**src/tdws_pkg.sv**
```systemverilog
// Shared types, constants and a width helper for the touch scroll core.
package tdws_pkg;

    localparam int VALUE_W    = 12;
    localparam int PITCH_W    = 12;
    localparam int CARRY_W    = PITCH_W + 1;
    localparam int COUNT_W    = 17;
    localparam int KIND_W     = 2;
    localparam int S_DATA_W   = 16;
    localparam int M_DATA_W   = 24;
    localparam int ADDR_W     = 4;
    localparam int APB_DATA_W = 32;

    localparam int DEF_COORD_BITS = 12;
    localparam int DEF_SUBUNITS   = 16;

    localparam logic [PITCH_W-1:0] PITCH_RESET = 12'd16;

    localparam int COUNT_MAX     = 65535;
    localparam int COUNT_MIN_MAG = 65536;

    typedef enum logic [1:0] {
        EV_TOUCH = 2'd0,
        EV_ABS_X = 2'd1,
        EV_ABS_Y = 2'd2,
        EV_OTHER = 2'd3
    } event_kind_t;

    typedef enum logic [1:0] {
        OUT_SWALLOW = 2'd0,
        OUT_HWHEEL  = 2'd1,
        OUT_VWHEEL  = 2'd2
    } out_kind_t;

    typedef enum logic [1:0] {
        REG_X_PITCH = 2'd0,
        REG_Y_PITCH = 2'd1,
        REG_NATURAL = 2'd2,
        REG_SMOOTH  = 2'd3
    } reg_index_t;

    typedef struct packed {
        logic load_item;
        logic decode;
        logic load_div;
        logic div_step;
        logic finish;
        logic push;
    } cmd_t;

    typedef struct packed {
        logic need_div;
    } status_t;

    // Width of the signed accumulator: scaled delta plus carry, with one guard bit.
    function automatic int acc_width(input int coord_bits, input int subunits);
        int scale_w;
        scale_w = coord_bits + 1 + $clog2(subunits + 1);
        return ((scale_w > CARRY_W) ? scale_w : CARRY_W) + 1;
    endfunction

endpackage

```
**src/touch_drag_to_wheel_scroll_core.sv**
```systemverilog
// Touch scroll core: a coordinate after the baseline goes through the decode, load, divide
// and finish states of the one-bit-per-cycle restoring divider before the push into the
// output register; press, lift, baseline and other events go from decode straight to push.
// A new item is accepted the cycle after the previous result enters the output register;
// a finished result waits to enter it while the previous beat is still unaccepted.
// Reset (rst_n, asynchronous, active low) releases the finger, clears both baseline flags
// and both carries, and restores pitch 16, natural off and smooth off.
module touch_drag_to_wheel_scroll_core #(
    parameter int COORD_BITS = tdws_pkg::DEF_COORD_BITS,
    parameter int SUBUNITS   = tdws_pkg::DEF_SUBUNITS
) (
    input  logic                                clk,
    input  logic                                rst_n,
    input  logic                                s_tvalid,
    output logic                                s_tready,
    input  logic [tdws_pkg::S_DATA_W-1:0]       s_tdata,   // [11:0] event_value
    input  logic [tdws_pkg::KIND_W-1:0]         s_tuser,   // [1:0] event_kind
    input  logic                                s_tlast,   // sync_in
    output logic                                m_tvalid,
    input  logic                                m_tready,
    output logic [tdws_pkg::M_DATA_W-1:0]       m_tdata,   // [16:0] wheel_count
    output logic [tdws_pkg::KIND_W-1:0]         m_tuser,   // [1:0] out_kind
    output logic                                m_tlast,   // sync_out
    input  logic                                psel,
    input  logic                                penable,
    input  logic                                pwrite,
    input  logic [tdws_pkg::ADDR_W-1:0]         paddr,
    input  logic [tdws_pkg::APB_DATA_W-1:0]     pwdata,
    output logic [tdws_pkg::APB_DATA_W-1:0]     prdata,
    output logic                                pready
);

    localparam int PITCH_W = tdws_pkg::PITCH_W;
    localparam int COUNT_W = tdws_pkg::COUNT_W;
    localparam int DATA_W  = tdws_pkg::APB_DATA_W;
    localparam int ITERS   = tdws_pkg::acc_width(COORD_BITS, SUBUNITS);

    logic [PITCH_W-1:0] x_pitch_reg, x_pitch_next;
    logic [PITCH_W-1:0] y_pitch_reg, y_pitch_next;
    logic               natural_reg, natural_next;
    logic               smooth_reg, smooth_next;
    logic               cfg_wr;
    tdws_pkg::reg_index_t reg_idx;

    tdws_pkg::cmd_t    cmd;
    tdws_pkg::status_t status;
    logic signed [COUNT_W-1:0] wheel_count;

    assign pready  = 1'b1;
    assign cfg_wr  = psel && penable && pwrite && pready;
    assign reg_idx = tdws_pkg::reg_index_t'(paddr[3:2]);

    always_comb
    begin
        x_pitch_next = x_pitch_reg;
        y_pitch_next = y_pitch_reg;
        natural_next = natural_reg;
        smooth_next  = smooth_reg;
        if (cfg_wr)
        begin
            unique case (reg_idx)
                tdws_pkg::REG_X_PITCH: x_pitch_next = pwdata[PITCH_W-1:0];
                tdws_pkg::REG_Y_PITCH: y_pitch_next = pwdata[PITCH_W-1:0];
                tdws_pkg::REG_NATURAL: natural_next = pwdata[0];
                tdws_pkg::REG_SMOOTH:  smooth_next  = pwdata[0];
            endcase
        end
    end

    always_comb
    begin
        unique case (reg_idx)
            tdws_pkg::REG_X_PITCH: prdata = DATA_W'(x_pitch_reg);
            tdws_pkg::REG_Y_PITCH: prdata = DATA_W'(y_pitch_reg);
            tdws_pkg::REG_NATURAL: prdata = DATA_W'(natural_reg);
            tdws_pkg::REG_SMOOTH:  prdata = DATA_W'(smooth_reg);
        endcase
    end

    always_ff @(posedge clk or negedge rst_n)
    begin
        if (!rst_n)
        begin
            x_pitch_reg <= tdws_pkg::PITCH_RESET;
            y_pitch_reg <= tdws_pkg::PITCH_RESET;
            natural_reg <= 1'b0;
            smooth_reg  <= 1'b0;
        end
        else
        begin
            x_pitch_reg <= x_pitch_next;
            y_pitch_reg <= y_pitch_next;
            natural_reg <= natural_next;
            smooth_reg  <= smooth_next;
        end
    end

    tdws_ctrl #(
        .ITERS (ITERS)
    ) u_ctrl (
        .clk      (clk),
        .rst_n    (rst_n),
        .s_tvalid (s_tvalid),
        .s_tready (s_tready),
        .m_tvalid (m_tvalid),
        .m_tready (m_tready),
        .status   (status),
        .cmd      (cmd)
    );

    tdws_dp #(
        .COORD_BITS (COORD_BITS),
        .SUBUNITS   (SUBUNITS)
    ) u_dp (
        .clk          (clk),
        .rst_n        (rst_n),
        .cmd          (cmd),
        .status       (status),
        .event_kind   (s_tuser),
        .event_value  (s_tdata[tdws_pkg::VALUE_W-1:0]),
        .sync_in      (s_tlast),
        .x_pitch      (x_pitch_reg),
        .y_pitch      (y_pitch_reg),
        .natural_mode (natural_reg),
        .smooth_mode  (smooth_reg),
        .out_kind     (m_tuser),
        .wheel_count  (wheel_count),
        .sync_out     (m_tlast)
    );

    assign m_tdata = {{(tdws_pkg::M_DATA_W - COUNT_W){1'b0}}, wheel_count};

endmodule

```
**src/tdws_ctrl.sv**
```systemverilog
// Sequencer for the touch scroll core: handshakes and divider iteration count.
module tdws_ctrl #(
    parameter int ITERS = tdws_pkg::acc_width(tdws_pkg::DEF_COORD_BITS, tdws_pkg::DEF_SUBUNITS)
) (
    input  logic              clk,
    input  logic              rst_n,
    input  logic              s_tvalid,
    output logic              s_tready,
    output logic              m_tvalid,
    input  logic              m_tready,
    input  tdws_pkg::status_t status,
    output tdws_pkg::cmd_t    cmd
);

    localparam int CNT_W = $clog2(ITERS);

    typedef enum logic [2:0] {
        ST_IDLE,
        ST_DECODE,
        ST_LOAD,
        ST_DIV,
        ST_FINISH,
        ST_PUSH
    } state_t;

    state_t           state_reg, state_next;
    logic [CNT_W-1:0] cnt_reg, cnt_next;
    logic             m_valid_reg, m_valid_next;

    assign s_tready = (state_reg == ST_IDLE);
    assign m_tvalid = m_valid_reg;

    always_comb
    begin
        cmd          = '0;
        state_next   = state_reg;
        cnt_next     = cnt_reg;
        m_valid_next = m_valid_reg && !m_tready;
        unique case (state_reg)
            ST_IDLE:
            begin
                if (s_tvalid)
                begin
                    cmd.load_item = 1'b1;
                    state_next    = ST_DECODE;
                end
            end
            ST_DECODE:
            begin
                cmd.decode = 1'b1;
                state_next = status.need_div ? ST_LOAD : ST_PUSH;
            end
            ST_LOAD:
            begin
                cmd.load_div = 1'b1;
                cnt_next     = CNT_W'(ITERS - 1);
                state_next   = ST_DIV;
            end
            ST_DIV:
            begin
                cmd.div_step = 1'b1;
                if (cnt_reg == '0)
                begin
                    state_next = ST_FINISH;
                end
                else
                begin
                    cnt_next = cnt_reg - 1'b1;
                end
            end
            ST_FINISH:
            begin
                cmd.finish = 1'b1;
                state_next = ST_PUSH;
            end
            ST_PUSH:
            begin
                // The output register is free when empty or being drained this cycle.
                if (!m_valid_reg || m_tready)
                begin
                    cmd.push     = 1'b1;
                    m_valid_next = 1'b1;
                    state_next   = ST_IDLE;
                end
            end
            default:
            begin
                state_next = ST_IDLE;
            end
        endcase
    end

    always_ff @(posedge clk or negedge rst_n)
    begin
        if (!rst_n)
        begin
            state_reg   <= ST_IDLE;
            cnt_reg     <= '0;
            m_valid_reg <= 1'b0;
        end
        else
        begin
            state_reg   <= state_next;
            cnt_reg     <= cnt_next;
            m_valid_reg <= m_valid_next;
        end
    end

endmodule

```
**src/tdws_dp.sv**
```systemverilog
// Datapath of the touch scroll core: touch state, accumulator, divider, result registers.
module tdws_dp #(
    parameter int COORD_BITS = tdws_pkg::DEF_COORD_BITS,
    parameter int SUBUNITS   = tdws_pkg::DEF_SUBUNITS
) (
    input  logic                                  clk,
    input  logic                                  rst_n,
    input  tdws_pkg::cmd_t                        cmd,
    output tdws_pkg::status_t                     status,
    input  logic [tdws_pkg::KIND_W-1:0]           event_kind,
    input  logic [tdws_pkg::VALUE_W-1:0]          event_value,
    input  logic                                  sync_in,
    input  logic [tdws_pkg::PITCH_W-1:0]          x_pitch,
    input  logic [tdws_pkg::PITCH_W-1:0]          y_pitch,
    input  logic                                  natural_mode,
    input  logic                                  smooth_mode,
    output logic [tdws_pkg::KIND_W-1:0]           out_kind,
    output logic signed [tdws_pkg::COUNT_W-1:0]   wheel_count,
    output logic                                  sync_out
);

    localparam int PITCH_W = tdws_pkg::PITCH_W;
    localparam int CARRY_W = tdws_pkg::CARRY_W;
    localparam int COUNT_W = tdws_pkg::COUNT_W;
    localparam int DELTA_W = COORD_BITS + 1;
    localparam int ACC_W   = tdws_pkg::acc_width(COORD_BITS, SUBUNITS);
    localparam int EXT_W   = (ACC_W > COUNT_W + 1) ? ACC_W : COUNT_W + 1;

    localparam logic signed [ACC_W-1:0] SUB_S = ACC_W'(SUBUNITS);

    // Item registers.
    tdws_pkg::event_kind_t   kind_reg;
    logic [COORD_BITS-1:0]   coord_reg;
    logic                    press_reg;
    logic                    sync_reg;

    // Touch tracking state.
    logic                        finger_reg, finger_next;
    logic                        bxv_reg, bxv_next;
    logic                        byv_reg, byv_next;
    logic [COORD_BITS-1:0]       base_x_reg, base_y_reg;
    logic signed [CARRY_W-1:0]   carry_x_reg, carry_x_next;
    logic signed [CARRY_W-1:0]   carry_y_reg, carry_y_next;

    // Accumulator and restoring divider.
    logic signed [ACC_W-1:0] acc_reg;
    logic                    neg_reg;
    logic [ACC_W-1:0]        quo_reg;
    logic [PITCH_W-1:0]      rem_reg;
    logic [PITCH_W-1:0]      dsr_reg;

    // Pending result and output register.
    tdws_pkg::out_kind_t     res_kind_reg, out_kind_reg;
    logic [COUNT_W-1:0]      res_count_reg, out_count_reg;
    logic                    res_sync_reg, out_sync_reg;

    logic                      is_x, is_y, need_div;
    logic [COORD_BITS-1:0]     base_sel;
    logic signed [CARRY_W-1:0] carry_sel;
    logic signed [DELTA_W-1:0] delta;
    logic signed [ACC_W-1:0]   delta_ext, scaled, acc_next;
    logic [ACC_W-1:0]          acc_mag;
    logic [PITCH_W-1:0]        pitch_sel, divisor;
    logic [PITCH_W:0]          rem_shift, rem_sub;
    logic                      fits;
    logic [PITCH_W-1:0]        rem_step;
    logic                      flip, q_nz;
    logic [EXT_W-1:0]          q_ext;
    logic [COUNT_W-1:0]        sat_mag, count_fin;
    logic signed [CARRY_W-1:0] rem_ext, carry_fin;

    assign is_x     = (kind_reg == tdws_pkg::EV_ABS_X);
    assign is_y     = (kind_reg == tdws_pkg::EV_ABS_Y);
    assign need_div = finger_reg && ((is_x && bxv_reg) || (is_y && byv_reg));
    assign status.need_div = need_div;

    assign base_sel  = is_x ? base_x_reg : base_y_reg;
    assign carry_sel = is_x ? carry_x_reg : carry_y_reg;
    assign delta     = $signed({1'b0, coord_reg}) - $signed({1'b0, base_sel});
    assign delta_ext = ACC_W'(delta);
    assign scaled    = smooth_mode ? delta_ext * SUB_S : delta_ext;
    assign acc_next  = scaled + ACC_W'(carry_sel);

    assign acc_mag   = acc_reg[ACC_W-1] ? $unsigned(-acc_reg) : $unsigned(acc_reg);
    assign pitch_sel = is_x ? x_pitch : y_pitch;
    assign divisor   = (pitch_sel == '0) ? PITCH_W'(1) : pitch_sel;

    // One quotient bit per step, dividend bits shifted in from the top.
    assign rem_shift = {rem_reg, quo_reg[ACC_W-1]};
    assign fits      = (rem_shift >= {1'b0, dsr_reg});
    assign rem_sub   = rem_shift - {1'b0, dsr_reg};
    assign rem_step  = fits ? rem_sub[PITCH_W-1:0] : rem_shift[PITCH_W-1:0];

    // Quotient takes the dividend sign; the axis convention may flip it again.
    assign flip  = neg_reg ^ (is_x ? natural_mode : !natural_mode);
    assign q_nz  = |quo_reg;
    assign q_ext = EXT_W'(quo_reg);

    always_comb
    begin
        if (flip)
        begin
            sat_mag = (q_ext > EXT_W'(tdws_pkg::COUNT_MIN_MAG)) ?
                      COUNT_W'(tdws_pkg::COUNT_MIN_MAG) : q_ext[COUNT_W-1:0];
        end
        else
        begin
            sat_mag = (q_ext > EXT_W'(tdws_pkg::COUNT_MAX)) ?
                      COUNT_W'(tdws_pkg::COUNT_MAX) : q_ext[COUNT_W-1:0];
        end
    end

    assign count_fin = flip ? COUNT_W'(-sat_mag) : sat_mag;
    assign rem_ext   = {1'b0, rem_reg};
    assign carry_fin = neg_reg ? -rem_ext : rem_ext;

    always_comb
    begin
        finger_next  = finger_reg;
        bxv_next     = bxv_reg;
        byv_next     = byv_reg;
        carry_x_next = carry_x_reg;
        carry_y_next = carry_y_reg;
        if (cmd.decode && !need_div)
        begin
            unique case (kind_reg)
                tdws_pkg::EV_TOUCH:
                begin
                    // A fresh press starts a new drag from scratch.
                    if (press_reg && !finger_reg)
                    begin
                        bxv_next     = 1'b0;
                        byv_next     = 1'b0;
                        carry_x_next = '0;
                        carry_y_next = '0;
                    end
                    finger_next = press_reg;
                end
                tdws_pkg::EV_ABS_X:
                begin
                    if (finger_reg)
                    begin
                        bxv_next = 1'b1;
                    end
                end
                tdws_pkg::EV_ABS_Y:
                begin
                    if (finger_reg)
                    begin
                        byv_next = 1'b1;
                    end
                end
                tdws_pkg::EV_OTHER:
                begin
                end
            endcase
        end
        if (cmd.finish)
        begin
            if (is_x)
            begin
                carry_x_next = carry_fin;
            end
            else
            begin
                carry_y_next = carry_fin;
            end
        end
    end

    always_ff @(posedge clk or negedge rst_n)
    begin
        if (!rst_n)
        begin
            finger_reg  <= 1'b0;
            bxv_reg     <= 1'b0;
            byv_reg     <= 1'b0;
            carry_x_reg <= '0;
            carry_y_reg <= '0;
        end
        else
        begin
            finger_reg  <= finger_next;
            bxv_reg     <= bxv_next;
            byv_reg     <= byv_next;
            carry_x_reg <= carry_x_next;
            carry_y_reg <= carry_y_next;
        end
    end

    always_ff @(posedge clk)
    begin
        if (cmd.load_item)
        begin
            kind_reg  <= tdws_pkg::event_kind_t'(event_kind);
            coord_reg <= COORD_BITS'(event_value);
            press_reg <= |event_value;
            sync_reg  <= sync_in;
        end
        if (cmd.decode)
        begin
            if (need_div)
            begin
                acc_reg <= acc_next;
            end
            else
            begin
                res_kind_reg  <= tdws_pkg::OUT_SWALLOW;
                res_count_reg <= '0;
                res_sync_reg  <= sync_reg;
                if (finger_reg && is_x)
                begin
                    base_x_reg <= coord_reg;
                end
                if (finger_reg && is_y)
                begin
                    base_y_reg <= coord_reg;
                end
            end
        end
        if (cmd.load_div)
        begin
            neg_reg <= acc_reg[ACC_W-1];
            quo_reg <= acc_mag;
            rem_reg <= '0;
            dsr_reg <= divisor;
        end
        if (cmd.div_step)
        begin
            quo_reg <= {quo_reg[ACC_W-2:0], fits};
            rem_reg <= rem_step;
        end
        if (cmd.finish)
        begin
            if (q_nz)
            begin
                res_kind_reg <= is_x ? tdws_pkg::OUT_HWHEEL : tdws_pkg::OUT_VWHEEL;
            end
            else
            begin
                res_kind_reg <= tdws_pkg::OUT_SWALLOW;
            end
            res_count_reg <= count_fin;
            res_sync_reg  <= sync_reg;
            if (is_x)
            begin
                base_x_reg <= coord_reg;
            end
            else
            begin
                base_y_reg <= coord_reg;
            end
        end
        if (cmd.push)
        begin
            out_kind_reg  <= res_kind_reg;
            out_count_reg <= res_count_reg;
            out_sync_reg  <= res_sync_reg;
        end
    end

    assign out_kind    = out_kind_reg;
    assign wheel_count = $signed(out_count_reg);
    assign sync_out    = out_sync_reg;

endmodule

```
**config.mk**
```make
export PLATFORM = sky130hd
export DESIGN_NAME = touch_drag_to_wheel_scroll_core
export DESIGN_NICKNAME = d
export VERILOG_FILES = /design/src/tdws_pkg.sv /design/src/touch_drag_to_wheel_scroll_core.sv /design/src/tdws_ctrl.sv /design/src/tdws_dp.sv
export SDC_FILE = /design/constraint.sdc
export NUM_CORES = 1
export LEC_CHECK = 0
export BUFFER_PORTS_ARGS = -buffer_cell sky130_fd_sc_hd__buf_2
export CAP_MARGIN = 15
export CORE_ASPECT_RATIO = 1.4
export CORE_UTILIZATION = 25
export CTS_BUF_LIST = sky130_fd_sc_hd__clkbuf_4 sky130_fd_sc_hd__clkbuf_8
export DETAILED_ROUTE_END_ITERATION = 12
export HOLD_SLACK_MARGIN = 0.05
export SLEW_MARGIN = 20
export SYNTH_ARGS = -nofsm -noshare
export SYNTH_HDL_FRONTEND = slang
export SYNTH_SLANG_ARGS = --single-unit
```
**constraint.sdc**
```tcl
create_clock -name clk -period 4.4 [get_ports clk]
set_clock_uncertainty 0.2 [all_clocks]
set_input_delay 0.22 -clock clk [delete_from_list [all_inputs] [get_ports clk]]
set_output_delay 0.22 -clock clk [all_outputs]
set_load 0.005 [all_outputs]
```
==> report_table.html, run 1 <==
<table>
<tr><th>Metric</th><th>Value</th></tr>
<tr><th colspan="2">Run status</th></tr>
<tr><td>Outcome</td><td>finished, final reports clean</td></tr>
<tr><th colspan="2">Synth</th></tr>
<tr><td>Total standard cell area after synthesis</td><td>11740 µm²</td></tr>
<tr><td>Main area contributors after synthesis</td><td>sky130_fd_sc_hd__edfxtp_1 (30%), sky130_fd_sc_hd__dfrtp_1 (13%), sky130_fd_sc_hd__nand2_1 (5.3%)</td></tr>
<tr><td>Number of synthesized flops with an enable pin</td><td>~120</td></tr>
<tr><td>Cell count after synthesis</td><td>approximately 1200</td></tr>
<tr><td>Per-instance average area after synthesis</td><td>10.21 µm²</td></tr>
<tr><td>Cell with the most instances after synthesis</td><td>sky130_fd_sc_hd__nand2_1</td></tr>
<tr><td>Async set-or-reset flop fraction in the synthesized netlist</td><td>between 30% and 40%</td></tr>
<tr><td>Post-synthesis sequential area ratio</td><td>47.92%</td></tr>
<tr><td>Cell accounting for the most synthesized area</td><td>sky130_fd_sc_hd__edfxtp_1</td></tr>
<tr><td>Total of flip-flops plus latches after synthesis</td><td>around 210</td></tr>
<tr><td>Number of distinct library cells after synthesis</td><td>just under 80</td></tr>
<tr><td>Dominant register cell in the synthesized netlist</td><td>sky130_fd_sc_hd__edfxtp_1</td></tr>
<tr><td>YS warnings</td><td>0</td></tr>
<tr><td>Most instantiated cells after synthesis</td><td>sky130_fd_sc_hd__nand2_1 (167), sky130_fd_sc_hd__edfxtp_1 (118), sky130_fd_sc_hd__nor2_1 (86)</td></tr>
<tr><td>Area share of the largest cell type after synthesis</td><td>between 30% and 40%</td></tr>
<tr><th colspan="2">Critical path</th></tr>
<tr><td>Worst stage delay on the critical path</td><td>around 0.45 ns</td></tr>
<tr><td>Crit path required time</td><td>approximately 4.5 ns</td></tr>
<tr><td>Endpoint of the worst setup timing path</td><td>u_dp.acc_reg[14]$_DFFE_PP_</td></tr>
<tr><td>Worst-case reg-to-reg path depth</td><td>16</td></tr>
<tr><td>Critical R2R Capture</td><td>u_dp.acc_reg[14]$_DFFE_PP_</td></tr>
<tr><td>Start of the worst register-to-register path</td><td>u_dp.kind_reg[0]$_DFFE_PP_</td></tr>
<tr><td>Number of buffer and inverter stages on the critical path</td><td>0</td></tr>
<tr><td>Launch point of the critical path</td><td>u_dp.kind_reg[0]$_DFFE_PP_</td></tr>
<tr><td>Crit end category</td><td>flip-flop</td></tr>
<tr><td>Crit path launch type</td><td>flip-flop</td></tr>
<tr><td>Biggest fanout along the worst timing path</td><td>5</td></tr>
<tr><td>Slowest cell on crit path</td><td>sky130_fd_sc_hd__edfxtp_1</td></tr>
<tr><td>Largest delay contributor family on the critical path</td><td>compound AO/OA/AOI/OAI gates</td></tr>
<tr><td>Flop-to-flop setup slack</td><td>between 0.05 and 0.06 ns</td></tr>
<tr><td>Logic depth of the worst path, buffers included</td><td>16</td></tr>
<tr><td>Most common cell type on the critical path</td><td>sky130_fd_sc_hd__o31a_1</td></tr>
<tr><td>Arrival time worst endpoint</td><td>4.42 ns</td></tr>
<tr><td>Worst-path cell chain</td><td>nand2b_4, mux2i_2, ha_1, nor2b_1, o31a_1, o31a_1, o31a_1, xor2_1, mux2_4, ha_4, o21a_1, o21a_1, o311a_1, a41o_1, nand2b_1, xor2_1</td></tr>
<tr><td>Type of the worst setup path</td><td>reg2reg</td></tr>
<tr><th colspan="2">Floorplan</th></tr>
<tr><td>Die extent in x</td><td>between 150 and 200 µm</td></tr>
<tr><td>Number of top-level design ports</td><td>124</td></tr>
<tr><td>Placement Rows</td><td>93</td></tr>
<tr><td>Die Y</td><td>about 260 µm</td></tr>
<tr><td>Area of the die</td><td>~48000 µm²</td></tr>
<tr><td>Effective utilization at floorplan</td><td>between 20% and 30%</td></tr>
<tr><td>Core Box Area</td><td>approximately 46000 µm²</td></tr>
<tr><th colspan="2">Final layout</th></tr>
<tr><td>Footprint of the multi-input gates</td><td>slightly below 6000 µm²</td></tr>
<tr><td>Synthesis-to-finish area growth</td><td>19.01%</td></tr>
<tr><td>Register area</td><td>approximately 5600 µm²</td></tr>
<tr><td>Layout cells sized above 1</td><td>between 10% and 20%</td></tr>
<tr><td>Nets</td><td>roughly 1400</td></tr>
<tr><td># diodes</td><td>0</td></tr>
<tr><td>Final-layout fill cell count</td><td>just under 5000</td></tr>
<tr><td>Flip-flop count of the largest register after layout</td><td>19</td></tr>
<tr><th colspan="2">Timing</th></tr>
<tr><td>Setup repair after global routing missed its margin</td><td>true</td></tr>
<tr><td>Highest achievable clock rate</td><td>0.2304 GHz</td></tr>
<tr><td>Post-layout min period</td><td>4.341 ns</td></tr>
<tr><td>Post-route clock period utilization</td><td>between 90% and 100%</td></tr>
<tr><td>Pin slew with the least headroom to its limit</td><td>about 0.96 ns</td></tr>
<tr><td>Post-Route Setup TNS</td><td>0 ns</td></tr>
<tr><td>Rel. slew slack</td><td>between 30% and 40%</td></tr>
<tr><td>Number of pins exceeding their max-slew limit in the final report</td><td>0</td></tr>
<tr><td>Final setup violating endpoints</td><td>0</td></tr>
<tr><td>Worst hold-check slack</td><td>around 0.11 ns</td></tr>
<tr><td>Hold Vio Cnt, Final</td><td>0</td></tr>
<tr><th colspan="2">Global route</th></tr>
<tr><td>Vias in the first global route</td><td>8764</td></tr>
<tr><td>Initial antenna violation count</td><td>0</td></tr>
<tr><td>Pin count of the biggest net entering global routing</td><td>between 60 and 70</td></tr>
<tr><td>Remaining Overflow, GRT</td><td>0</td></tr>
<tr><td>Total Routing Usage GR</td><td>between 10% and 20%</td></tr>
<tr><td>Global-route wire length before repair</td><td>around 44000 µm</td></tr>
<tr><th colspan="2">Clocking</th></tr>
<tr><td>Clock insertion delay at the later pin of the skew report</td><td>0.53 ns</td></tr>
<tr><td>Clock Tree Buf Depth</td><td>3</td></tr>
<tr><td>TritonCTS clock tree</td><td>done</td></tr>
<tr><td>H-tree lvl count</td><td>2</td></tr>
<tr><td>Library cell used as clock root buffer</td><td>sky130_fd_sc_hd__clkbuf_8</td></tr>
<tr><td>Number of buffers created by CTS</td><td>35</td></tr>
<tr><td>Clock transition at path regs</td><td>~0.06 ns</td></tr>
<tr><td>Number of sinks on the clock net</td><td>about 210</td></tr>
<tr><th colspan="2">Place</th></tr>
<tr><td>Global placer's final weighted congestion</td><td>slightly below 0.9</td></tr>
<tr><td>Detailed placement HPWL</td><td>19900 µm</td></tr>
<tr><td>PortBufs</td><td>69</td></tr>
<tr><th colspan="2">Route</th></tr>
<tr><td>Via density per instance</td><td>roughly 4.6</td></tr>
<tr><td>Vias after detailed routing</td><td>just under 9000</td></tr>
<tr><td>Remaining DRCs</td><td>0</td></tr>
<tr><td>Number of DRC markers in iteration 0</td><td>around 420</td></tr>
<tr><td>Total detailed-routing wirelength</td><td>27020 µm</td></tr>
<tr><td>Wire per inst</td><td>14.09 µm</td></tr>
<tr><td>Routed Antenna Nets</td><td>0</td></tr>
<tr><td>Detailed Routing Iterations Pass 1</td><td>5</td></tr>
<tr><th colspan="2">Run</th></tr>
<tr><td>Number of maximum-capacitance violations</td><td>0</td></tr>
<tr><th colspan="2">Power and ir drop</th></tr>
<tr><td>VDD IR-drop max</td><td>around 0.00027 V</td></tr>
<tr><td>Static Leakage</td><td>5.664 nW</td></tr>
<tr><td>Power density of the placed cells</td><td>slightly above 600 nW/µm²</td></tr>
<tr><th colspan="2">Min path</th></tr>
<tr><td>Min-Delay Path Class</td><td>in2reg</td></tr>
</table>
cell usage in the layout, fill, tap and decap left out, types with 16 or more instances in the layout:
cell                            count
sky130_fd_sc_hd__nand2_1          167
sky130_fd_sc_hd__edfxtp_1         118
sky130_fd_sc_hd__nor2_1            86
sky130_fd_sc_hd__o21ai_0           74
sky130_fd_sc_hd__buf_2             69
sky130_fd_sc_hd__dfrtp_1           62
sky130_fd_sc_hd__mux2_2            52
sky130_fd_sc_hd__a21oi_1           43
sky130_fd_sc_hd__ha_1              43
sky130_fd_sc_hd__clkbuf_8          43
sky130_fd_sc_hd__inv_1             42
sky130_fd_sc_hd__mux2i_1           33
sky130_fd_sc_hd__dlygate4sd3_1     33
sky130_fd_sc_hd__nor3_1            28
sky130_fd_sc_hd__xor2_1            28
sky130_fd_sc_hd__conb_1            28
sky130_fd_sc_hd__xnor2_1           27
sky130_fd_sc_hd__dfxtp_1           24
sky130_fd_sc_hd__buf_4             23
sky130_fd_sc_hd__or3_1             16
sky130_fd_sc_hd__nand3_1           16
through the flow:
step	worst slack, ns	utilization (%)	total power (W)	instances	cell area (µm²)
2_1_floorplan	0.003690	-	0.005782	1176	11900
3_3_place_gp	0.1071	27.63	0.006609	1814	12770
3_5_place_dp	0.03198	27.63	0.006700	1814	12770
4_1_cts	0.007218	29.97	0.008583	1911	13840
5_1_grt	-0.09300	30.25	0.009329	1917	13980
6_report	0.05934	30.25	0.008663	1917	13980
area by class of cell:
cell class,instances,share of cell area [%]
well taps,617,5.524
clock inverters,12,0.6267
clock buffers,52,4.718
repair buffers,128,6.374
multi-input cells,859,41.33
flip-flops and latches,206,40.27
inverters,43,1.155
worst min-delay path: stages:
cell,delay (ns)
sky130_fd_sc_hd__buf_2,0.25
sky130_fd_sc_hd__nor2_1,0.17
sky130_fd_sc_hd__mux2_2,0.16
power by group:
part | leakage (nW) | internal [W] | switching (W) | total, W
Sequential | 2.09 | 0.00281 | 0.000279 | 0.00309
Combinational | 3.18 | 0.00175 | 0.00203 | 0.00377
Clock | 0.389 | 0.00102 | 0.000777 | 0.00180
what timing repair did:
item / CTS / global route
endpoints found under the hold margin: 107 / 0
buffers inserted: 0 / 6
resized for setup: 0 / 21
hold buffers: 33 / 0
setup endpoints to repair: 0 / 5
logic make-up after synthesis:
family / share of synthesized area [%]
flops: 47.92
fa+ha+maj: 5.412
compound gates: 13.65
mux: 8.353
simple gates: 15.57
xor+xnor: 4.315
other cells: 0.06395
buf+inv: 4.720
how the worst min path moves through the flow:
| stage | start | end | slack, ns | depth (start not counted) |
|---|---|---|---|---|
| 2_1_floorplan | rst_n | natural_reg$_DFFE_PN0P_ | -0.28 | 0 |
| 3_3_place_gp | s_tlast | u_dp.sync_reg$_DFFE_PP_ | 0.20 | 1 |
| 3_5_place_dp | s_tlast | u_dp.sync_reg$_DFFE_PP_ | 0.20 | 1 |
| 4_1_cts | paddr[2] | natural_reg$_DFFE_PN0P_ | 0.08 | 3 |
| 5_1_grt | paddr[2] | natural_reg$_DFFE_PN0P_ | 0.15 | 3 |
| 6_report | paddr[2] | natural_reg$_DFFE_PN0P_ | 0.11 | 3 |
routing by layer:
metal	vias up	routed length [µm]	track usage (%)
met3	56	1080	1.728
met2	207	13290	20.02
met5	-	0	0
li1	4367	-	-
met1	4192	11870	13.90
met4	0	782	4.270
(Power assumes the default switching activity.)
==> run 2: changes to the inputs <==
--- a/config.mk
+++ b/config.mk
@@ -8,11 +8,13 @@
 export BUFFER_PORTS_ARGS = -buffer_cell sky130_fd_sc_hd__buf_2
 export CAP_MARGIN = 15
 export CORE_ASPECT_RATIO = 1.4
-export CORE_UTILIZATION = 25
+export CORE_UTILIZATION = 50
 export CTS_BUF_LIST = sky130_fd_sc_hd__clkbuf_4 sky130_fd_sc_hd__clkbuf_8
 export DETAILED_ROUTE_END_ITERATION = 12
 export HOLD_SLACK_MARGIN = 0.05
+export PLACE_DENSITY = 0.72
 export SLEW_MARGIN = 20
 export SYNTH_ARGS = -nofsm -noshare
 export SYNTH_HDL_FRONTEND = slang
 export SYNTH_SLANG_ARGS = --single-unit
+export TNS_END_PERCENT = 5
==> report_table.html, run 2 (synthesis gave the netlist of run 1 again) <==
<table>
<tr><th>Metric</th><th>Value</th></tr>
<tr><th colspan="2">Run status</th></tr>
<tr><td>Outcome</td><td>finished, final reports clean</td></tr>
<tr><th colspan="2">Global route</th></tr>
<tr><td>Vias in the first global route</td><td>8424</td></tr>
<tr><td>Remaining Overflow, GRT</td><td>0</td></tr>
<tr><td>Pin count of the biggest net entering global routing</td><td>57</td></tr>
<tr><td>Total Routing Usage GR</td><td>a little over a fifth</td></tr>
<tr><td>Global-route wire length before repair</td><td>approximately 41000 µm</td></tr>
<tr><td>Initial antenna violation count</td><td>0</td></tr>
<tr><th colspan="2">Route</th></tr>
<tr><td>Detailed Routing Iterations Pass 1</td><td>5</td></tr>
<tr><td>Vias after detailed routing</td><td>8840</td></tr>
<tr><td>Total detailed-routing wirelength</td><td>approximately 26000 µm</td></tr>
<tr><td>Wire per inst</td><td>approximately 16 µm</td></tr>
<tr><td>Via density per instance</td><td>roughly 5.5</td></tr>
<tr><td>Number of DRC markers in iteration 0</td><td>about 500</td></tr>
<tr><td>Routed Antenna Nets</td><td>0</td></tr>
<tr><td>Remaining DRCs</td><td>0</td></tr>
<tr><th colspan="2">Timing</th></tr>
<tr><td>Pin slew with the least headroom to its limit</td><td>around 1 ns</td></tr>
<tr><td>Final setup violating endpoints</td><td>0</td></tr>
<tr><td>Worst hold-check slack</td><td>between 0.07 and 0.08 ns</td></tr>
<tr><td>Number of pins exceeding their max-slew limit in the final report</td><td>0</td></tr>
<tr><td>Rel. slew slack</td><td>between 30% and 40%</td></tr>
<tr><td>Setup repair after global routing missed its margin</td><td>true</td></tr>
<tr><td>Post-route clock period utilization</td><td>a little over nine tenths</td></tr>
<tr><td>Final worst slack</td><td>between 0.05 and 0.06 ns</td></tr>
<tr><td>Post-layout min period</td><td>4.347 ns</td></tr>
<tr><td>Hold Vio Cnt, Final</td><td>0</td></tr>
<tr><td>Highest achievable clock rate</td><td>roughly 0.23 GHz</td></tr>
<tr><th colspan="2">Place</th></tr>
<tr><td>Global placer's final weighted congestion</td><td>~0.91</td></tr>
<tr><td>Worst slack at placement</td><td>roughly 0.075 ns</td></tr>
<tr><td>PortBufs</td><td>69</td></tr>
<tr><td>Detailed placement HPWL</td><td>roughly 18000 µm</td></tr>
<tr><th colspan="2">Clocking</th></tr>
<tr><td>Number of sinks on the clock net</td><td>about 210</td></tr>
<tr><td>Clock Tree Buf Depth</td><td>3</td></tr>
<tr><td>Library cell used as clock root buffer</td><td>sky130_fd_sc_hd__clkbuf_8</td></tr>
<tr><td>TritonCTS clock tree</td><td>done</td></tr>
<tr><td>Clock transition at path regs</td><td>0.07 ns</td></tr>
<tr><td>Number of buffers created by CTS</td><td>30</td></tr>
<tr><td>Clock insertion delay at the later pin of the skew report</td><td>around 0.58 ns</td></tr>
<tr><td>H-tree lvl count</td><td>1</td></tr>
<tr><th colspan="2">Critical path</th></tr>
<tr><td>Crit path required time</td><td>between 4 and 5 ns</td></tr>
<tr><td>Type of the worst setup path</td><td>reg2reg</td></tr>
<tr><td>Crit path launch type</td><td>flip-flop</td></tr>
<tr><td>Most common cell type on the critical path</td><td>sky130_fd_sc_hd__o31a_1</td></tr>
<tr><td>Worst stage delay on the critical path</td><td>about 0.43 ns</td></tr>
<tr><td>Crit end category</td><td>flip-flop</td></tr>
<tr><td>Slowest cell on crit path</td><td>sky130_fd_sc_hd__edfxtp_1</td></tr>
<tr><td>Arrival time worst endpoint</td><td>~4.5 ns</td></tr>
<tr><td>Worst-path cell chain</td><td>nand2b_4, mux2i_4, ha_1, nor2b_1, o31a_1, o31a_1, o31a_1, xor2_1, mux2_2, ha_4, o21a_1, o21a_1, o311a_1, a41o_1, nand2b_1, xor2_1</td></tr>
<tr><td>Biggest fanout along the worst timing path</td><td>5</td></tr>
<tr><th colspan="2">Floorplan</th></tr>
<tr><td>Number of top-level design ports</td><td>around 120</td></tr>
<tr><td>Die extent in x</td><td>between 100 and 150 µm</td></tr>
<tr><td>Placement Rows</td><td>66</td></tr>
<tr><td>Effective utilization at floorplan</td><td>between 50% and 60%</td></tr>
<tr><td>Area of the die</td><td>between 20000 and 25000 µm²</td></tr>
<tr><td>Die Y</td><td>between 150 and 200 µm</td></tr>
<tr><td>Core Box Area</td><td>about 23000 µm²</td></tr>
<tr><th colspan="2">Final layout</th></tr>
<tr><td>Top library cells by usage in the layout, fill and taps aside</td><td>sky130_fd_sc_hd__nand2_1 (167), sky130_fd_sc_hd__edfxtp_1 (118), sky130_fd_sc_hd__nor2_1 (86)</td></tr>
<tr><td>Most common library cell in the layout ignoring fill and taps</td><td>sky130_fd_sc_hd__nand2_1</td></tr>
<tr><td>Nets</td><td>~1400</td></tr>
<tr><td>Layout cells sized above 1</td><td>approximately 18%</td></tr>
<tr><td>Synthesis-to-finish area growth</td><td>15.04%</td></tr>
<tr><td># diodes</td><td>0</td></tr>
<tr><td>Flip-flop count of the largest register after layout</td><td>19</td></tr>
<tr><td>Final-layout fill cell count</td><td>1973</td></tr>
<tr><th colspan="2">Power and ir drop</th></tr>
<tr><td>Power density of the placed cells</td><td>between 600 and 700 nW/µm²</td></tr>
<tr><td>Static Leakage</td><td>about 5.6 nW</td></tr>
<tr><td>VDD IR-drop max</td><td>~0.00031 V</td></tr>
<tr><th colspan="2">Run</th></tr>
<tr><td>Number of maximum-capacitance violations</td><td>0</td></tr>
<tr><th colspan="2">Min path</th></tr>
<tr><td>Min-Delay Path Class</td><td>in2reg</td></tr>
</table>
## run 2: changes by cell type in the layout (fill, tap and decap cells not counted), moves of 2 or more
cell	delta
sky130_fd_sc_hd__buf_6	-2
sky130_fd_sc_hd__bufinv_16	+4
sky130_fd_sc_hd__clkbuf_4	-3
sky130_fd_sc_hd__clkbuf_8	-10
sky130_fd_sc_hd__clkinv_1	-2
sky130_fd_sc_hd__clkinv_2	+4
sky130_fd_sc_hd__dlygate4sd3_1	+3
sky130_fd_sc_hd__ha_1	+2
sky130_fd_sc_hd__mux2_2	+2
sky130_fd_sc_hd__mux2_4	-2
sky130_fd_sc_hd__mux2i_2	-2
sky130_fd_sc_hd__o21ai_0	+2
## run 2: path summary, 6_finish.rpt
| check | startpoint | end | slack (ns) | cells after the start |
|---|---|---|---|---|
| worst max-delay path | u_dp.kind_reg[0]$_DFFE_PP_ | u_dp.acc_reg[14]$_DFFE_PP_ | 0.05 | 16 |
| worst min-delay path | paddr[3] | smooth_reg$_DFFE_PN0P_ | 0.08 | 4 |
| worst max register to register | u_dp.kind_reg[0]$_DFFE_PP_ | u_dp.acc_reg[14]$_DFFE_PP_ | 0.05 | 16 |
| worst min register to register | u_dp.res_kind_reg[0]$_SDFFCE_PN0P_ | u_dp.out_kind[0]$_DFFE_PP_ | 0.22 | 0 |
| max in group asynchronous | rst_n | y_pitch_reg[8]$_DFFE_PN0P_ | 3.28 | 3 |
| min in group asynchronous | rst_n | x_pitch_reg[3]$_DFFE_PN0P_ | 0.14 | 3 |
## run 2: routing by layer
metal | vias to the layer above | track usage, % | part of all wire [%]
met5 | - | 0 | 0
met4 | 0 | 9.395 | 3.5
met3 | 61 | 2.460 | 3.6
met2 | 218 | 38.67 | 51
met1 | 4206 | 24.91 | 42
li1 | 4355 | - | -
## run 2: power breakdown
part | internal (W) | total, W | switching, W
combinational | 0.00166 | 0.00360 | 0.00194
clock | 0.00104 | 0.00180 | 0.000756
sequential | 0.00281 | 0.00309 | 0.000286
total | 0.00551 | 0.00849 | 0.00298
## run 2: per-stage QoR
| step | util [%] | setup TNS [ns] | cell area, µm² | cells | total power (W) |
|---|---|---|---|---|---|
| 6_report | 58.43 | 0 | 13510 | 1598 | 0.008492 |
| 5_1_grt | 58.43 | -0.2560 | 13510 | 1598 | 0.009071 |
| 4_1_cts | 58.13 | 0 | 13440 | 1594 | 0.008453 |
| 3_5_place_dp | 53.50 | 0 | 12370 | 1502 | 0.006613 |
| 3_3_place_gp | 53.50 | 0 | 12370 | 1502 | 0.006514 |
| 2_1_floorplan | - | 0 | 11900 | 1176 | 0.005782 |
## run 2: critical path: cells and delay by family, from the launching register on
kind	cells	cell delay, ns
AO/OA/AOI/OAI	7	1.62
XOR/XNOR	2	0.32
adder cells (fa/ha/maj)	2	0.48
flip-flops	1	0.43
multiplexers	2	0.55
AND/OR/NAND/NOR	3	0.47
## run 2: timing repair
item / 4_1_cts / 5_1_grt
setup buffers: 0 / 4
gates resized for setup: 0 / 8
hold buffers: 36 / 0
setup endpoints to repair: 0 / 4
endpoints found under the hold margin: 107 / 0
## run 2: cell type report
class,count,area [µm²],area share (%)
clock inverters,17,212.7,1.574
well taps,306,382.9,2.834
multi-input cells,859,5736,42.45
flip-flops and latches,206,5628,41.66
repair buffers,128,890.9,6.594
clock buffers,39,499.2,3.695
inverters,43,161.4,1.195
==> run 3: changes to the inputs <==
--- a/config.mk
+++ b/config.mk
@@ -13,6 +13,7 @@
 export DETAILED_ROUTE_END_ITERATION = 12
 export HOLD_SLACK_MARGIN = 0.05
 export PLACE_DENSITY = 0.72
+export SETUP_SLACK_MARGIN = 0.2
 export SLEW_MARGIN = 20
 export SYNTH_ARGS = -nofsm -noshare
 export SYNTH_HDL_FRONTEND = slang
==> report_table.html, run 3 (synthesis gave the netlist of run 1 again) <==
<table>
<tr><th>Metric</th><th>Value</th></tr>
<tr><th colspan="2">Run status</th></tr>
<tr><td>Outcome</td><td>finished, final reports clean</td></tr>
<tr><th colspan="2">Global route</th></tr>
<tr><td>Vias in the first global route</td><td>roughly 8600</td></tr>
<tr><td>Remaining Overflow, GRT</td><td>0</td></tr>
<tr><td>Global-route wire length before repair</td><td>approximately 42000 µm</td></tr>
<tr><td>Initial antenna violation count</td><td>0</td></tr>
<tr><td>Pin count of the biggest net entering global routing</td><td>46</td></tr>
<tr><td>Total Routing Usage GR</td><td>between 20% and 30%</td></tr>
<tr><th colspan="2">Critical path</th></tr>
<tr><td>Endpoint of the worst setup timing path</td><td>u_dp.acc_reg[14]$_DFFE_PP_</td></tr>
<tr><td>Type of the worst setup path</td><td>reg2reg</td></tr>
<tr><td>Slowest cell on crit path</td><td>sky130_fd_sc_hd__edfxtp_1</td></tr>
<tr><td>Crit end category</td><td>flip-flop</td></tr>
<tr><td>Biggest fanout along the worst timing path</td><td>4</td></tr>
<tr><td>Number of buffer and inverter stages on the critical path</td><td>0</td></tr>
<tr><td>Critical R2R Capture</td><td>u_dp.acc_reg[14]$_DFFE_PP_</td></tr>
<tr><td>Most common cell type on the critical path</td><td>sky130_fd_sc_hd__o31a_1</td></tr>
<tr><td>Largest delay contributor family on the critical path</td><td>compound AO/OA/AOI/OAI gates</td></tr>
<tr><td>Worst-case reg-to-reg path depth</td><td>16</td></tr>
<tr><td>Logic depth of the worst path, buffers included</td><td>16</td></tr>
<tr><td>Arrival time worst endpoint</td><td>4.28 ns</td></tr>
<tr><td>Launch point of the critical path</td><td>u_dp.kind_reg[0]$_DFFE_PP_</td></tr>
<tr><td>Flop-to-flop setup slack</td><td>between 0.15 and 0.2 ns</td></tr>
<tr><td>Crit path required time</td><td>roughly 4.5 ns</td></tr>
<tr><td>Worst stage delay on the critical path</td><td>roughly 0.44 ns</td></tr>
<tr><td>Crit path launch type</td><td>flip-flop</td></tr>
<tr><td>Worst-path cell chain</td><td>nand2b_4, mux2i_4, ha_1, nor2b_1, o31a_1, o31a_1, o31a_1, xor2_1, mux2_4, ha_4, o21a_1, o21a_1, o311a_1, a41o_1, nand2b_1, xor2_1</td></tr>
<tr><td>Start of the worst register-to-register path</td><td>u_dp.kind_reg[0]$_DFFE_PP_</td></tr>
<tr><th colspan="2">Timing</th></tr>
<tr><td>Highest achievable clock rate</td><td>approximately 0.24 GHz</td></tr>
<tr><td>Post-Route Setup TNS</td><td>0 ns</td></tr>
<tr><td>Hold Vio Cnt, Final</td><td>0</td></tr>
<tr><td>Pin slew with the least headroom to its limit</td><td>roughly 1.0 ns</td></tr>
<tr><td>Rel. slew slack</td><td>between 30% and 40%</td></tr>
<tr><td>Final worst slack</td><td>around 0.2 ns</td></tr>
<tr><td>Number of pins exceeding their max-slew limit in the final report</td><td>0</td></tr>
<tr><td>Setup repair after global routing missed its margin</td><td>true</td></tr>
<tr><td>Final setup violating endpoints</td><td>0</td></tr>
<tr><td>Post-layout min period</td><td>about 4.2 ns</td></tr>
<tr><td>Post-route clock period utilization</td><td>95.46%</td></tr>
<tr><th colspan="2">Route</th></tr>
<tr><td>Vias after detailed routing</td><td>approximately 8900</td></tr>
<tr><td>Total detailed-routing wirelength</td><td>25460 µm</td></tr>
<tr><td>Wire per inst</td><td>about 16 µm</td></tr>
<tr><td>Number of DRC markers in iteration 0</td><td>480</td></tr>
<tr><td>Via density per instance</td><td>around 5.6</td></tr>
<tr><td>Detailed Routing Iterations Pass 1</td><td>7</td></tr>
<tr><td>Routed Antenna Nets</td><td>0</td></tr>
<tr><td>Remaining DRCs</td><td>0</td></tr>
<tr><th colspan="2">Floorplan</th></tr>
<tr><td>Core Box Area</td><td>~23000 µm²</td></tr>
<tr><td>Placement Rows</td><td>66</td></tr>
<tr><td>Die Y</td><td>approximately 180 µm</td></tr>
<tr><td>Die extent in x</td><td>131.5 µm</td></tr>
<tr><td>Area of the die</td><td>24110 µm²</td></tr>
<tr><td>Effective utilization at floorplan</td><td>a little over 50%</td></tr>
<tr><td>Number of top-level design ports</td><td>124</td></tr>
<tr><th colspan="2">Power and ir drop</th></tr>
<tr><td>VDD IR-drop max</td><td>0.0003590 V</td></tr>
<tr><td>Switching power of the nets</td><td>approximately 0.003 W</td></tr>
<tr><td>Switching share of power</td><td>between 30% and 40%</td></tr>
<tr><td>Power density of the placed cells</td><td>between 600 and 700 nW/µm²</td></tr>
<tr><td>Fraction of power consumed by combinational cells</td><td>between 40% and 50%</td></tr>
<tr><td>Static Leakage</td><td>5.653 nW</td></tr>
<tr><td>Share of total power in sequential cells</td><td>~36%</td></tr>
<tr><td>Clock group share of total power</td><td>about 20%</td></tr>
<tr><td>Internal power component</td><td>roughly 0.0055 W</td></tr>
<tr><th colspan="2">Clocking</th></tr>
<tr><td>TritonCTS clock tree</td><td>done</td></tr>
<tr><td>Clock Tree Buf Depth</td><td>3</td></tr>
<tr><td>Number of buffers created by CTS</td><td>34</td></tr>
<tr><td>Library cell used as clock root buffer</td><td>sky130_fd_sc_hd__clkbuf_8</td></tr>
<tr><td>Clock transition at path regs</td><td>about 0.060 ns</td></tr>
<tr><td>Clock insertion delay at the later pin of the skew report</td><td>0.53 ns</td></tr>
<tr><td>Number of sinks on the clock net</td><td>between 200 and 250</td></tr>
<tr><td>H-tree lvl count</td><td>2</td></tr>
<tr><th colspan="2">Final layout</th></tr>
<tr><td># diodes</td><td>0</td></tr>
<tr><td>Most common library cell in the layout ignoring fill and taps</td><td>sky130_fd_sc_hd__nand2_1</td></tr>
<tr><td>Synthesis-to-finish area growth</td><td>15.20%</td></tr>
<tr><td>Top library cells by usage in the layout, fill and taps aside</td><td>sky130_fd_sc_hd__nand2_1 (167), sky130_fd_sc_hd__edfxtp_1 (118), sky130_fd_sc_hd__nor2_1 (86)</td></tr>
<tr><td>Layout cells sized above 1</td><td>19.32%</td></tr>
<tr><td>Nets</td><td>~1400</td></tr>
<tr><td>Flip-flop count of the largest register after layout</td><td>19</td></tr>
<tr><th colspan="2">Min path</th></tr>
<tr><td>Min-Delay Path Class</td><td>in2async</td></tr>
<tr><th colspan="2">Place</th></tr>
<tr><td>Global placer's final weighted congestion</td><td>approximately 0.93</td></tr>
<tr><td>Worst slack at placement</td><td>roughly 0.067 ns</td></tr>
<tr><td>PortBufs</td><td>69</td></tr>
<tr><td>Detailed placement HPWL</td><td>18330 µm</td></tr>
<tr><th colspan="2">Run</th></tr>
<tr><td>Number of maximum-capacitance violations</td><td>0</td></tr>
</table>
run 3: worst reg2reg max path: stages, from the launching register on:
cell and delay, ns:
sky130_fd_sc_hd__edfxtp_1 0.44, sky130_fd_sc_hd__nand2b_4 0.16, sky130_fd_sc_hd__mux2i_4 0.25, sky130_fd_sc_hd__ha_1 0.24, sky130_fd_sc_hd__nor2b_1 0.14, sky130_fd_sc_hd__o31a_1 0.27
sky130_fd_sc_hd__o31a_1 0.28, sky130_fd_sc_hd__o31a_1 0.28, sky130_fd_sc_hd__xor2_1 0.17, sky130_fd_sc_hd__mux2_4 0.29, sky130_fd_sc_hd__ha_4 0.23, sky130_fd_sc_hd__o21a_1 0.16
sky130_fd_sc_hd__o21a_1 0.19, sky130_fd_sc_hd__o311a_1 0.13, sky130_fd_sc_hd__a41o_1 0.24, sky130_fd_sc_hd__nand2b_1 0.16, sky130_fd_sc_hd__xor2_1 0.14
run 3: cell type report:
class	instances	area [µm²]
fillers	2015	9593
multi-input cells	859	5751
flip-flops and latches	206	5628
repair buffers	129	909.6
clock buffers	51	608.1
well taps	306	382.9
inverters	43	161.4
clock inverters	11	88.84
run 3: per-layer routing:
metal | vias up | track usage, % | wire (µm) | part of all wire (%)
met3 | 61 | 2.764 | 1096 | 4.3
met1 | 4248 | 24.91 | 10250 | 40
met2 | 259 | 39.81 | 13180 | 52
li1 | 4372 | - | - | -
met5 | - | 0 | 0 | 0
met4 | 0 | 9.442 | 931 | 3.7
run 3: worst min-delay path by stage:
stage	startpoint	to	depth (start not counted)
after floorplan	rst_n	natural_reg$_DFFE_PN0P_	0
after global placement	s_tlast	u_dp.sync_reg$_DFFE_PP_	1
after detailed placement	s_tlast	u_dp.sync_reg$_DFFE_PP_	1
after CTS	paddr[2]	natural_reg$_DFFE_PN0P_	3
after global routing	rst_n	x_pitch_reg[3]$_DFFE_PN0P_	2
final	rst_n	y_pitch_reg[9]$_DFFE_PN0P_	2
run 3: power groups by stage:
stage               Sequential, W  Clock [W]  Combinational [W]
floorplan                 0.00305          0            0.00275
global placement          0.00310          0            0.00345
detailed placement        0.00312          0            0.00352
CTS                       0.00309    0.00176            0.00359
global route              0.00315    0.00184            0.00408
finish                    0.00309    0.00172            0.00368
run 3: per-stage QoR:
stage	cell area (µm²)	utilization (%)	cells	total power (W)	hold WS (ns)
finish	13530	58.51	1605	0.008492	0.08750
global route	13530	58.51	1605	0.009072	0.1255
CTS	13460	58.21	1601	0.008446	0.1032
detailed placement	12400	53.65	1505	0.006647	0.1992
global placement	12400	53.65	1505	0.006546	0.1986
floorplan	11910	-	1176	0.005799	-0.2756
run 3: what timing repair did:
item | in CTS | in global routing
endpoints found under the setup margin | 4 | 7
pin swaps | 3 | 7
gates cloned | 0 | 0
setup buffers | 1 | 4
resized for setup | 5 | 5
hold endpoints to repair | 87 | 0
hold buffers | 33 | 0
